### src/rtl/flc_word_delta_decoder_top_defines.svh
// assertion macros for the word delta decoder
`ifndef FLC_WORD_DELTA_DECODER_TOP_DEFINES_SVH
`define FLC_WORD_DELTA_DECODER_TOP_DEFINES_SVH

`ifndef NO_ASSERTIONS

// same-cycle implication, checked on clk while out of reset
`define FLCWD_ASSERT_SAME(label, ante, cons, msg) \
  label: assert property (@(posedge clk) disable iff (!rst_n) (ante) |-> (cons)) else $error(msg);

// next-cycle implication, checked on clk while out of reset
`define FLCWD_ASSERT_NEXT(label, ante, cons, msg) \
  label: assert property (@(posedge clk) disable iff (!rst_n) (ante) |=> (cons)) else $error(msg);

`else

`define FLCWD_ASSERT_SAME(label, ante, cons, msg)
`define FLCWD_ASSERT_NEXT(label, ante, cons, msg)

`endif

`endif

### src/rtl/flcwd_pkg.sv
// shared types and constants of the word delta decoder
package flcwd_pkg;

  // configuration register indexes
  localparam int CfgIdxW = 2;
  localparam logic [CfgIdxW-1:0] CFG_X_ORIGIN   = 2'd0;
  localparam logic [CfgIdxW-1:0] CFG_Y_ORIGIN   = 2'd1;
  localparam logic [CfgIdxW-1:0] CFG_RECT_WIDTH = 2'd2;

  // configuration reset values
  localparam logic [15:0] X_ORIGIN_RST   = 16'd0;
  localparam logic [15:0] Y_ORIGIN_RST   = 16'd0;
  localparam logic [15:0] RECT_WIDTH_RST = 16'd320;

  // opcode word flags
  localparam int SignBit = 15;
  localparam int SkipBit = 14;

  typedef struct packed {
    logic [15:0] x_origin;
    logic [15:0] y_origin;
    logic [15:0] rect_width;
  } cfg_t;

  typedef struct packed {
    logic [7:0] data_byte;
    logic       chunk_start;
  } in_item_t;

  typedef struct packed {
    logic [15:0] pos_x;
    logic [15:0] pos_y;
    logic [8:0]  run_length;
    logic [7:0]  pixel_even;
    logic [7:0]  pixel_odd;
    logic        chunk_done;
  } res_t;

endpackage

### src/rtl/flcwd_if.sv
// request channel interfaces: compressed byte input and pixel result output
interface flcwd_in_if;
  logic       valid;
  logic       ready;
  logic [7:0] data_byte;
  logic       chunk_start;

  modport source (output valid, data_byte, chunk_start, input ready);
  modport sink   (input valid, data_byte, chunk_start, output ready);
endinterface

interface flcwd_out_if;
  logic        valid;
  logic        ready;
  logic [15:0] pos_x;
  logic [15:0] pos_y;
  logic [8:0]  run_length;
  logic [7:0]  pixel_even;
  logic [7:0]  pixel_odd;
  logic        chunk_done;

  modport source (output valid, pos_x, pos_y, run_length, pixel_even, pixel_odd,
                  chunk_done, input ready);
  modport sink   (input valid, pos_x, pos_y, run_length, pixel_even, pixel_odd,
                  chunk_done, output ready);
endinterface

### src/rtl/flcwd_cfg_regs.sv
// configuration registers of the word delta decoder
module flcwd_cfg_regs (
  input  logic                           clk,
  input  logic                           rst_n,
  input  logic                           cfg_we,
  input  logic [flcwd_pkg::CfgIdxW-1:0]  cfg_index,
  input  logic [15:0]                    cfg_wdata,
  output flcwd_pkg::cfg_t                cfg
);

  flcwd_pkg::cfg_t cfg_r;

  // register writes, unused index ignored
  always_ff @(posedge clk) begin
    if (!rst_n) begin
      cfg_r.x_origin   <= flcwd_pkg::X_ORIGIN_RST;
      cfg_r.y_origin   <= flcwd_pkg::Y_ORIGIN_RST;
      cfg_r.rect_width <= flcwd_pkg::RECT_WIDTH_RST;
    end else if (cfg_we) begin
      unique case (cfg_index)
        flcwd_pkg::CFG_X_ORIGIN:   cfg_r.x_origin   <= cfg_wdata;
        flcwd_pkg::CFG_Y_ORIGIN:   cfg_r.y_origin   <= cfg_wdata;
        flcwd_pkg::CFG_RECT_WIDTH: cfg_r.rect_width <= cfg_wdata;
        default: ;
      endcase
    end
  end

  assign cfg = cfg_r;

endmodule

### src/rtl/flcwd_in_stage.sv
// input register stage: holds one accepted byte until the parser takes it
module flcwd_in_stage (
  input  logic                clk,
  input  logic                rst_n,
  flcwd_in_if.sink            in_ch,
  input  logic                take,
  output logic                item_valid,
  output flcwd_pkg::in_item_t item
);

  logic                valid_r;
  flcwd_pkg::in_item_t item_r;
  logic                accept;

  assign in_ch.ready = !valid_r || take;
  assign accept      = in_ch.valid && in_ch.ready;

  // valid flag
  always_ff @(posedge clk) begin
    if (!rst_n) begin
      valid_r <= 1'b0;
    end else if (accept) begin
      valid_r <= 1'b1;
    end else if (take) begin
      valid_r <= 1'b0;
    end
  end

  // payload
  always_ff @(posedge clk) begin
    if (accept) begin
      item_r.data_byte   <= in_ch.data_byte;
      item_r.chunk_start <= in_ch.chunk_start;
    end
  end

  assign item_valid = valid_r;
  assign item       = item_r;

endmodule

### src/rtl/flcwd_parser.sv
// chunk parser: per-byte state update and result forming
module flcwd_parser (
  input  logic                clk,
  input  logic                rst_n,
  input  logic                step_en,
  input  flcwd_pkg::in_item_t item,
  input  flcwd_pkg::cfg_t     cfg,
  output logic                res_valid,
  output flcwd_pkg::res_t     res
);

  typedef enum logic [10:0] {
    PH_LC_LO  = 11'b000_0000_0001,
    PH_LC_HI  = 11'b000_0000_0010,
    PH_OP_LO  = 11'b000_0000_0100,
    PH_OP_HI  = 11'b000_0000_1000,
    PH_PC_LO  = 11'b000_0001_0000,
    PH_PC_HI  = 11'b000_0010_0000,
    PH_SKIP   = 11'b000_0100_0000,
    PH_CNT    = 11'b000_1000_0000,
    PH_LIT    = 11'b001_0000_0000,
    PH_RUN_LO = 11'b010_0000_0000,
    PH_RUN_HI = 11'b100_0000_0000
  } phase_t;

  phase_t      phase_r, phase_nxt, phase_eff;
  logic [7:0]  low_r, low_nxt;
  logic [15:0] lines_r, lines_nxt;
  logic [15:0] pkts_r, pkts_nxt;
  logic [8:0]  lit_r, lit_nxt;
  logic [15:0] x_r, x_nxt;
  logic [15:0] y_r, y_nxt;
  logic        fin_r, fin_nxt, fin_eff;

  logic [7:0]  b;
  logic [15:0] word;
  logic [15:0] pkts_dec;
  logic [8:0]  lit_dec;
  logic [7:0]  neg_b;
  logic        end_pkt, end_line, done;

  assign b        = item.data_byte;
  assign word     = {b, low_r};
  assign pkts_dec = pkts_r - 16'd1;
  assign lit_dec  = lit_r - 9'd1;
  assign neg_b    = 8'd0 - b;

  // one parse step
  always_comb begin
    phase_eff = item.chunk_start ? PH_LC_LO : phase_r;
    fin_eff   = item.chunk_start ? 1'b0 : fin_r;
    phase_nxt = phase_eff;
    fin_nxt   = fin_eff;
    low_nxt   = low_r;
    lines_nxt = lines_r;
    pkts_nxt  = pkts_r;
    lit_nxt   = lit_r;
    x_nxt     = x_r;
    y_nxt     = y_r;
    res_valid = 1'b0;
    res       = '0;
    end_pkt   = 1'b0;
    end_line  = 1'b0;
    done      = 1'b0;

    if (!fin_eff) begin
      unique case (phase_eff)
        PH_LC_LO: begin
          low_nxt   = b;
          phase_nxt = PH_LC_HI;
        end
        PH_OP_LO: begin
          low_nxt   = b;
          phase_nxt = PH_OP_HI;
        end
        PH_PC_LO: begin
          low_nxt   = b;
          phase_nxt = PH_PC_HI;
        end
        PH_LC_HI: begin
          lines_nxt = word;
          y_nxt     = cfg.y_origin;
          phase_nxt = PH_OP_LO;
        end
        PH_OP_HI: begin
          if (!word[flcwd_pkg::SignBit]) begin
            // plain packet count
            if (word == 16'd0) begin
              end_line = 1'b1;
            end else begin
              pkts_nxt  = word;
              x_nxt     = cfg.x_origin;
              phase_nxt = PH_SKIP;
            end
          end else if (word[flcwd_pkg::SkipBit]) begin
            // line skip
            y_nxt     = y_r - word;
            phase_nxt = PH_OP_LO;
          end else begin
            // last pixel of the line, packet count follows
            phase_nxt      = PH_PC_LO;
            res_valid      = 1'b1;
            res.pos_x      = cfg.x_origin + cfg.rect_width - 16'd1;
            res.pos_y      = y_r;
            res.run_length = 9'd1;
            res.pixel_even = word[7:0];
          end
        end
        PH_PC_HI: begin
          if (word == 16'd0) begin
            end_line = 1'b1;
          end else begin
            pkts_nxt  = word;
            x_nxt     = cfg.x_origin;
            phase_nxt = PH_SKIP;
          end
        end
        PH_SKIP: begin
          x_nxt     = x_r + {8'd0, b};
          phase_nxt = PH_CNT;
        end
        PH_CNT: begin
          if (b == 8'd0) begin
            end_pkt = 1'b1;
          end else if (!b[7]) begin
            lit_nxt   = {b, 1'b0};
            phase_nxt = PH_LIT;
          end else begin
            lit_nxt   = {neg_b, 1'b0};
            phase_nxt = PH_RUN_LO;
          end
        end
        PH_LIT: begin
          res_valid      = 1'b1;
          res.pos_x      = x_r;
          res.pos_y      = y_r;
          res.run_length = 9'd1;
          res.pixel_even = b;
          x_nxt          = x_r + 16'd1;
          lit_nxt        = lit_dec;
          end_pkt        = (lit_dec == 9'd0);
        end
        PH_RUN_LO: begin
          low_nxt   = b;
          phase_nxt = PH_RUN_HI;
        end
        PH_RUN_HI: begin
          res_valid      = 1'b1;
          res.pos_x      = x_r;
          res.pos_y      = y_r;
          res.run_length = lit_r;
          res.pixel_even = low_r;
          res.pixel_odd  = b;
          x_nxt          = x_r + {7'd0, lit_r};
          lit_nxt        = 9'd0;
          end_pkt        = 1'b1;
        end
        default: ;
      endcase

      // packet close
      if (end_pkt) begin
        pkts_nxt = pkts_dec;
        if (pkts_dec == 16'd0) begin
          end_line = 1'b1;
        end else begin
          phase_nxt = PH_SKIP;
        end
      end

      // line close, last line finishes the chunk
      if (end_line) begin
        y_nxt = y_nxt + 16'd1;
        if (lines_r <= 16'd1) begin
          lines_nxt = 16'd0;
          fin_nxt   = 1'b1;
          done      = 1'b1;
        end else begin
          lines_nxt = lines_r - 16'd1;
          phase_nxt = PH_OP_LO;
        end
      end

      // finishing byte without pixels gives a bare marker
      if (done && !res_valid) begin
        res_valid = 1'b1;
        res       = '0;
      end
      res.chunk_done = done;
    end
  end

  // parser state
  always_ff @(posedge clk) begin
    if (!rst_n) begin
      phase_r <= PH_LC_LO;
      low_r   <= 8'd0;
      lines_r <= 16'd0;
      pkts_r  <= 16'd0;
      lit_r   <= 9'd0;
      x_r     <= 16'd0;
      y_r     <= 16'd0;
      fin_r   <= 1'b1;
    end else if (step_en) begin
      phase_r <= phase_nxt;
      low_r   <= low_nxt;
      lines_r <= lines_nxt;
      pkts_r  <= pkts_nxt;
      lit_r   <= lit_nxt;
      x_r     <= x_nxt;
      y_r     <= y_nxt;
      fin_r   <= fin_nxt;
    end
  end

endmodule

### src/rtl/flcwd_out_stage.sv
// result register stage feeding the output channel
module flcwd_out_stage (
  input  logic            clk,
  input  logic            rst_n,
  input  logic            load,
  input  flcwd_pkg::res_t res,
  output logic            can_load,
  flcwd_out_if.source     out_ch
);

  logic            valid_r;
  flcwd_pkg::res_t res_r;

  assign can_load = !valid_r || out_ch.ready;

  // valid flag
  always_ff @(posedge clk) begin
    if (!rst_n) begin
      valid_r <= 1'b0;
    end else if (can_load) begin
      valid_r <= load;
    end
  end

  // payload
  always_ff @(posedge clk) begin
    if (can_load && load) begin
      res_r <= res;
    end
  end

  assign out_ch.valid      = valid_r;
  assign out_ch.pos_x      = res_r.pos_x;
  assign out_ch.pos_y      = res_r.pos_y;
  assign out_ch.run_length = res_r.run_length;
  assign out_ch.pixel_even = res_r.pixel_even;
  assign out_ch.pixel_odd  = res_r.pixel_odd;
  assign out_ch.chunk_done = res_r.chunk_done;

endmodule

### src/rtl/flc_word_delta_decoder_top.sv
// top level of the word delta decoder
// Decodes a word-oriented delta chunk fed one byte per request and emits at
// most one pixel result per byte: a literal pixel, a two-byte run of up to 256
// pixels, or the last-pixel write of a line; a chunk that ends on a byte with
// no pixel gives one marker result with chunk_done set and all else zero.
// A byte with chunk_start set restarts the parser; bytes after the chunk ends
// are dropped without a result. One byte is taken every cycle while results
// are taken; a byte passes the input register and a combinational parse step,
// and its result is then held in the result register.
// Write the configuration registers only while the block is idle.
`include "flc_word_delta_decoder_top_defines.svh"

module flc_word_delta_decoder_top (
  input  logic                           clk,
  input  logic                           rst_n,
  flcwd_in_if.sink                       in_ch,
  flcwd_out_if.source                    out_ch,
  input  logic                           cfg_we,
  input  logic [flcwd_pkg::CfgIdxW-1:0]  cfg_index,
  input  logic [15:0]                    cfg_wdata
);

  flcwd_pkg::cfg_t     cfg;
  flcwd_pkg::in_item_t item;
  flcwd_pkg::res_t     res;
  logic                item_valid;
  logic                can_load;
  logic                step_en;
  logic                res_valid;

  assign step_en = item_valid && can_load;

  flcwd_cfg_regs u_cfg (
    .clk       (clk),
    .rst_n     (rst_n),
    .cfg_we    (cfg_we),
    .cfg_index (cfg_index),
    .cfg_wdata (cfg_wdata),
    .cfg       (cfg)
  );

  flcwd_in_stage u_in (
    .clk        (clk),
    .rst_n      (rst_n),
    .in_ch      (in_ch),
    .take       (can_load),
    .item_valid (item_valid),
    .item       (item)
  );

  flcwd_parser u_parse (
    .clk       (clk),
    .rst_n     (rst_n),
    .step_en   (step_en),
    .item      (item),
    .cfg       (cfg),
    .res_valid (res_valid),
    .res       (res)
  );

  flcwd_out_stage u_out (
    .clk      (clk),
    .rst_n    (rst_n),
    .load     (step_en && res_valid),
    .res      (res),
    .can_load (can_load),
    .out_ch   (out_ch)
  );

  // a bare marker carries nothing but chunk_done
  `FLCWD_ASSERT_SAME(a_marker_clean, out_ch.valid && (out_ch.run_length == 9'd0), out_ch.chunk_done && (out_ch.pos_x == 16'd0) && (out_ch.pos_y == 16'd0) && (out_ch.pixel_even == 8'd0) && (out_ch.pixel_odd == 8'd0), "marker result with nonzero fields")
  // run length stays in range
  `FLCWD_ASSERT_SAME(a_len_range, out_ch.valid, out_ch.run_length <= 9'd256, "run length above 256")
  // a held byte is not lost while the result side stalls
  `FLCWD_ASSERT_NEXT(a_in_hold, item_valid && !can_load, item_valid && $stable(item), "held input byte changed during stall")

endmodule
### src/flat_wrapper.sv
// flat-port wrapper written by rule: the top's interface ports become plain ports
module flc_word_delta_decoder_top_flat 
  (clk, rst_n, cfg_we, cfg_index, cfg_wdata, in_ch_valid, in_ch_data_byte, in_ch_chunk_start, in_ch_ready, out_ch_valid, out_ch_pos_x, out_ch_pos_y, out_ch_run_length, out_ch_pixel_even, out_ch_pixel_odd, out_ch_chunk_done, out_ch_ready);
  flcwd_in_if in_ch_i ();
  flcwd_out_if out_ch_i ();
  input  logic clk;
  input  logic rst_n;
  input  logic cfg_we;
  input  logic [flcwd_pkg::CfgIdxW-1:0] cfg_index;
  input  logic [15:0] cfg_wdata;
  input wire logic [$bits(in_ch_i.valid)-1:0] in_ch_valid;
  input wire logic [$bits(in_ch_i.data_byte)-1:0] in_ch_data_byte;
  input wire logic [$bits(in_ch_i.chunk_start)-1:0] in_ch_chunk_start;
  output wire logic [$bits(in_ch_i.ready)-1:0] in_ch_ready;
  output wire logic [$bits(out_ch_i.valid)-1:0] out_ch_valid;
  output wire logic [$bits(out_ch_i.pos_x)-1:0] out_ch_pos_x;
  output wire logic [$bits(out_ch_i.pos_y)-1:0] out_ch_pos_y;
  output wire logic [$bits(out_ch_i.run_length)-1:0] out_ch_run_length;
  output wire logic [$bits(out_ch_i.pixel_even)-1:0] out_ch_pixel_even;
  output wire logic [$bits(out_ch_i.pixel_odd)-1:0] out_ch_pixel_odd;
  output wire logic [$bits(out_ch_i.chunk_done)-1:0] out_ch_chunk_done;
  input wire logic [$bits(out_ch_i.ready)-1:0] out_ch_ready;
  assign in_ch_i.valid = in_ch_valid;
  assign in_ch_i.data_byte = in_ch_data_byte;
  assign in_ch_i.chunk_start = in_ch_chunk_start;
  assign in_ch_ready = in_ch_i.ready;
  assign out_ch_valid = out_ch_i.valid;
  assign out_ch_pos_x = out_ch_i.pos_x;
  assign out_ch_pos_y = out_ch_i.pos_y;
  assign out_ch_run_length = out_ch_i.run_length;
  assign out_ch_pixel_even = out_ch_i.pixel_even;
  assign out_ch_pixel_odd = out_ch_i.pixel_odd;
  assign out_ch_chunk_done = out_ch_i.chunk_done;
  assign out_ch_i.ready = out_ch_ready;
  flc_word_delta_decoder_top u_core (.clk(clk), .rst_n(rst_n), .in_ch(in_ch_i), .out_ch(out_ch_i), .cfg_we(cfg_we), .cfg_index(cfg_index), .cfg_wdata(cfg_wdata));
endmodule
### config.mk
export PLATFORM = sky130hd
export DESIGN_NAME = flc_word_delta_decoder_top_flat
export DESIGN_NICKNAME = d
export VERILOG_FILES = /design/src/rtl/flcwd_pkg.sv /design/src/rtl/flcwd_if.sv /design/src/rtl/flcwd_cfg_regs.sv /design/src/rtl/flcwd_in_stage.sv /design/src/rtl/flcwd_parser.sv /design/src/rtl/flcwd_out_stage.sv /design/src/rtl/flc_word_delta_decoder_top.sv /design/src/flat_wrapper.sv
export VERILOG_INCLUDE_DIRS = /design/src /design/src/rtl
export SDC_FILE = /design/constraint.sdc
export NUM_CORES = 1
export LEC_CHECK = 0
export ABC_AREA = 0
export BUFFER_PORTS_ARGS = -buffer_cell sky130_fd_sc_hd__buf_4
export CAP_MARGIN = 30
export CORE_MARGIN = 2
export CORE_UTILIZATION = 57
export CTS_BUF_LIST = sky130_fd_sc_hd__clkbuf_4 sky130_fd_sc_hd__clkbuf_8
export DETAILED_ROUTE_END_ITERATION = 7
export GPL_TIMING_DRIVEN = 1
export HOLD_SLACK_MARGIN = 0.03
export PLACE_DENSITY_LB_ADDON = 0.12
export SLEW_MARGIN = 20
export SYNTH_ARGS = -nofsm -noshare
export SYNTH_HDL_FRONTEND = slang
export SYNTH_SLANG_ARGS = --single-unit
### constraint.sdc
create_clock -name clk -period 8.6 [get_ports clk]
set_clock_uncertainty 0.2 [all_clocks]
set_input_delay 1.72 -clock clk [delete_from_list [all_inputs] [get_ports clk]]
set_output_delay 1.72 -clock clk [all_outputs]
set_load 0.05 [all_outputs]
; ---- Yosys cells after proc, flatten, opt, wreduce, memory -nomap -nowiden
; Cells that the tools add are included.
[word_totals]
ff_bits = 210
in_bits = 32
output_inout_bits = 60
[classes]
addsub = 11
n_lt_le_gt_ge = 1
n_eq_ne = 18
mux = 56
n_bitwise = 2
n_reduce_logical = 33
[op_table]
columns = op, n
row1 = $mux W16, 13
row2 = $pmux W49 S3, 1
row3 = $mux W11, 9
row4 = $pmux W11 S9, 1
row5 = $mux W49, 2
row6 = $pmux W16 S5, 1
row7 = $pmux W16 S2, 2
row8 = $sub A16 B1 Y16 const B, 3
row9 = $add A16 B1 Y16 const B, 2
row10 = $logic_not A16 Y1, 2
row11 = $pmux W9 S3, 1
row12 = $mux W1, 19
row13 = $mux W9, 2
row14 = $add A16 B16 Y16, 1
row15 = $add A16 B8 Y16, 1
row16 = $add A16 B9 Y16, 1
row17 = $le A16 B1 Y1 const B, 1
row18 = $sub A16 B16 Y16, 1
row19 = $eq A11 B1 Y1 const B, 1
row20 = $eq A11 B10 Y1 const B, 1
row21 = $eq A11 B11 Y1 const B, 1
row22 = $eq A11 B2 Y1 const B, 1
row23 = $eq A11 B3 Y1 const B, 1
row24 = $eq A11 B4 Y1 const B, 1
row25 = other kinds (32), 52

; ---- Depth between registers and ports, before layout
[depth]
word_depth = 14
ltp_mapped = 19
ltp_nobuf = 16

; ---- Cells and area by module
; Synthesis repeated with hierarchy kept, for this count alone.
[unflattened]
hier_cells = 1548
hier_area_um2 = 13247.7
[modules_own_cells]
columns = module, instances, cells_each, area_per_inst_um2, seq_area_each_um2
row1 = flcwd_parser, 1, 1291, 9277.6, 1861.8
row2 = flcwd_cfg_regs, 1, 178, 1830.5, 960.9
row3 = flcwd_out_stage, 1, 63, 1799.2, 1761.7
row4 = flcwd_in_stage, 1, 14, 327.8, 290.3
row5 = flc_word_delta_decoder_top, 1, 2, 12.5, 0.0

; ---- Worst setup path before layout
; OpenSTA, ideal clock, no wires.
[synth_timing]
kind = in2reg
start = in out_ch_ready
end = reg u_core.u_out.res_r, in the netlist u_core.u_out.out_ch.chunk_done (enable)
setup_time_ns = 0.495
arrival_time_ns = 5.076
t_required_ns = 7.905
slack_ns = 2.829
stages = 5
path_cell_list = nor2b_1 nor2b_1 nand2b_1 clkbuf_1 a21oi_1
[synth_between]
elab_chain_cells = 4
[synth_rtl]
columns = element, line_no
row1 = "start, declared", flat_wrapper.sv:22  ; input wire logic [$bits(out_ch_i.ready)-1:0] out_ch_ready;
row2 = $logic_or A1 B1 Y1 *, flcwd_out_stage.sv:14  ; assign can_load = !valid_r || out_ch.ready;
row3 = $logic_and A1 B1 Y1, flc_word_delta_decoder_top.sv:31  ; assign step_en = item_valid && can_load;
row4 = $logic_and A1 B1 Y1, flc_word_delta_decoder_top.sv:64  ; .load (step_en && res_valid),
row5 = $logic_and A1 B1 Y1 *, flcwd_out_stage.sv:27  ; if (can_load && load) begin
row6 = "end signal, assigned", flcwd_out_stage.sv:28  ; res_r <= res;
row7 = "end, declared", flcwd_out_stage.sv:12  ; flcwd_pkg::res_t res_r;
; Every way passes the cells marked *; elsewhere a longest branch is shown, timed or not.
; A chain may end at the register's enable or synchronous reset.

; ---- Worst setup path after layout
[layout_timing]
start = reg u_core.u_in.item_r, in the netlist u_core.u_in.item[0]
end = reg u_core.u_parse.x_r[15]
[layout_between]
elab_chain_cells = 4
word_cells_on_any_way = 12
cone_classes = eq/ne: 6 / mux: 3 / bitwise: 1 / reduce/logical: 2
[layout_rtl]
columns = element, line_no
row1 = "start, declared", flcwd_in_stage.sv:12  ; flcwd_pkg::in_item_t item_r;
row2 = $mux W11, flcwd_parser.sv:50  ; phase_eff = item.chunk_start ? PH_LC_LO : phase_r;
row3 = "$eq A11 B11 Y1, or another cell as far along", flcwd_parser.sv:67  ; unique case (phase_eff)
row4 = $reduce_bool A5 Y1 (no line) or $ne A2 B2 Y1 (tied branches), n/a
row5 = $reduce_and A4 Y1 (no line), n/a
row6 = "end signal, assigned", flcwd_parser.sv:210  ; x_r <= x_nxt;
row7 = "end, declared", flcwd_parser.sv:31  ; logic [15:0] x_r, x_nxt;
; Parallel ways exist; a longest one is shown, timed or not.

==> out/qor.txt <==
Pwr dens: 156 nW/um^2
Initial DRC count: 1147
R2r endpoint: u_core.u_parse.x_r[15]
Slew HR: 33.7%
Detailed Routing Iterations Pass 1: 6
CTS resizes: 0
Register-to-register setup slack: 3.65 ns
CTS root buf: clkbuf_8
Port bufs: 91
Final setup violation count: 0
Global-route wire length before repair: 59.1 mm
Switching pwr: 591 uW
Worst VDD drop: 0.103 mV
Netlist cell types: 95
CTS H-tree lvls: 2
Crit path launch type: register
R2R cell count: 13
Critical path data required time: 8.83 ns
Setup TNS: 0 ns
Global-route track usage on met1: 42.2%
Synth top area cells: dfxtp_1 (22%), edfxtp_1 (16%), a21oi_1 (6.1%)
Worst Setup Path Type: reg2reg
Drt total wl: 37.5 mm
Top-Level Pins: 92
Yosys Warn Count: 0
Buffers from clock root to sink, at most: 3
Max Cap Viol: 0
Worst-Margin Slew: 0.994 ns
Clock power frac: 42.9%
Total CTS buffers: 38
Element type at the critical path end: register
Largest area contributor in the netlist: dfxtp_1
Sequential element share of the synthesized area: 38.0%
Worst Hold Class: reg2reg
Logic gate share of total power: 10.1%
Initial antenna violation count: 0
GRT overflow: 0
Nets: 1736
Tmin final: 4.95 ns
Flop pwr share: 47.0%
Fmax: 0.202 GHz
Hold Path Cell Cnt: 2
Net Sw Frac: 26.3%
EDFF count, synth: 67
Vias: 12100
Final Core Density: 65.6%
Clk slew on worst S/H paths: 0.06 ns
Initial Util: 58.5%
Clock Sink Count: 210
Total track usage: 31.0%
WHS Endpoint: u_core.u_cfg.cfg[13]
Syn Area/Cell: 8.16 sq um
Hpwl dp: 26.5 mm
Core Rows: 54
Pins over their slew limit: 0
Largest net degree at the start of global routing: 63
Final Hold Viols: 0
Standard cell core area: 22000 sq um
TritonCTS clock tree: yes
Die ar.: 23700 sq um
Drc violations: 0
Critical path arrival: 5.17 ns
Hold_buf cts: 0
WL/cell: 19.3 um
GR Util met3: 5.13%
Outcome: finished clean
Proportion of layout cells with a drive suffix above 1: 12.4%
Setup bufs post-CTS: 0
Min-delay src: u_core.u_cfg.cfg[13]
Vias/cell: 6.22
Reg-to-reg critical path startpoint: u_core.u_in.item[0]
GRT busiest layer: met2
Syn Inst Count: 1574
Synth cell count leaders: nand2_1 (201), nor2_1 (163), a21oi_1 (156), dfxtp_1 (143), inv_1 (98)
Syn Std Cell Area: 12800 sq um
Synth-to-layout area growth: 12.2%
Post-synth net total: 1670
Crit-path max FO: 16
GP Congestion: 0.977
Post-synthesis async set-or-reset flop share: 0%
Top_reg_cell synth: dfxtp_1
Yosys reg bits: 210
Final period utilization: 57.5%
Most frequent cell after synthesis: nand2_1
Met2 GRT Util: 49.0%
Worst-Skew Late Latency: 0.56 ns
Vias in the first global route: 11100
Post-synth top area share: 22.3%
Static Leak: 0.00540 uW
Routed Antenna Nets: 0
Die Span Y: 154 um
N_diodes: 0
Die Wd: 154 um
Design internal power: 1660 uW
RSZ-0062 raised after global routing: false
## per-layer routing
metal  part of all wire (%)  up-vias
met1                     43     5632
met4                    3.5        0
li1                       -     5804
met3                    8.1      105
met2                     46      548
met5                      0        -
## flip-flops by register name, summed over array words and instances (netlist names)
register / count
u_core.u_cfg.cfg: 48
u_core.u_in.item: 9
u_core.u_in.item_valid: 1
u_core.u_out.out_ch.chunk_done: 1
u_core.u_out.out_ch.pixel_even: 8
u_core.u_out.out_ch.pixel_odd: 8
u_core.u_out.out_ch.pos_x: 16
u_core.u_out.out_ch.pos_y: 16
u_core.u_out.out_ch.run_length: 9
u_core.u_out.out_ch.valid: 1
u_core.u_parse.fin_r: 1
u_core.u_parse.lines_r: 16
u_core.u_parse.lit_r: 9
u_core.u_parse.low_r: 8
u_core.u_parse.phase_r: 11
u_core.u_parse.pkts_r: 16
u_core.u_parse.x_r: 16
u_core.u_parse.y_r: 16
## worst max-delay path by stage
stage               cells past startpoint           startpoint                              to
floorplan                               5         out_ch_ready  u_core.u_out.out_ch.chunk_done
global placement                       13  u_core.u_in.item[0]          u_core.u_parse.x_r[15]
detailed placement                     13  u_core.u_in.item[0]          u_core.u_parse.x_r[15]
CTS                                    13  u_core.u_in.item[0]          u_core.u_parse.x_r[15]
global route                           16  u_core.u_in.item[0]          u_core.u_parse.x_r[10]
finish                                 13  u_core.u_in.item[0]          u_core.u_parse.x_r[15]
## cell type report
cell class	instances	area, sq um
well taps	280	350
fillers	1897	7550
clock inverters	6	55.1
repair buffers	104	785
clock buffers	58	692
inverters	100	377
flip-flops and latches	210	4870
multi-input cells	1186	7280
## critical path, stage by stage (launching register included)
cell	delay (ns)
edfxtp_1	0.59
nor4_2	0.50
nand4_1	0.79
o21ai_0	0.65
ha_1	0.31
a21o_1	0.19
a21oi_1	0.23
o21bai_1	0.09
a21oi_1	0.24
o21bai_1	0.10
a21oi_1	0.25
o21a_1	0.27
nor3_1	0.08
or3b_1	0.34
## cells in the final DEF (no fill, tap or decap), drive strengths merged, types with 8 or more instances in the layout
master	Yosys	routed
nand2	202	202
nor2	166	166
a21oi	158	158
dfxtp	143	143
buf	16	104
inv	98	97
o21ai	90	90
edfxtp	67	67
ha	61	61
clkbuf	62	58
nor3	55	55
nand3	31	31
and2	31	31
xnor2	27	27
a211oi	21	21
nor4	21	21
a21o	20	20
a22oi	20	20
a22o	16	16
or3	16	16
nand2b	15	15
a31oi	15	15
o31ai	14	14
xor2	13	13
nand4	13	13
and3	13	13
nor2b	11	11
nor3b	10	10
o21bai	10	10
nand3b	9	9
o21a	8	8
o211ai	8	8
or4	8	8
## metrics by stage
step | hold slack [ns] | worst slack (ns) | instance area (sq um) | power [uW] | instances
finish | 0.254 | 3.65 | 14400 | 2250 | 1944
detailed placement | 0.246 | 3.72 | 13600 | 1300 | 1878
global placement | 0.244 | 3.86 | 13600 | 1290 | 1878
CTS | 0.254 | 3.72 | 14400 | 2250 | 1942
floorplan | 0.230 | 2.83 | 12800 | 1220 | 1574
global route | 0.271 | 3.29 | 14400 | 2320 | 1944
## cells by family (layout without fill, tap and decap cells)
family | after synthesis | count (layout) | synth area share, %
AND/OR/NAND/NOR | 629 | 629 | 24.2
buffers and inverters | 178 | 268 | 5.44
XOR/XNOR | 40 | 40 | 2.73
flip-flops | 210 | 210 | 38.0
adder cells (fa/ha/maj) | 64 | 64 | 6.41
AO/OA/AOI/OAI | 446 | 446 | 22.7
multiplexers | 7 | 7 | 0.546
## power by group through the flow
stage	logic (uW)	clock network, uW	registers, uW
floorplan	162	0	1060
global route	249	1010	1060
global placement	215	0	1070
CTS	222	972	1050
finish	227	964	1060
detailed placement	220	0	1070
No activity file was read; power rests on OpenSTA's default activity.
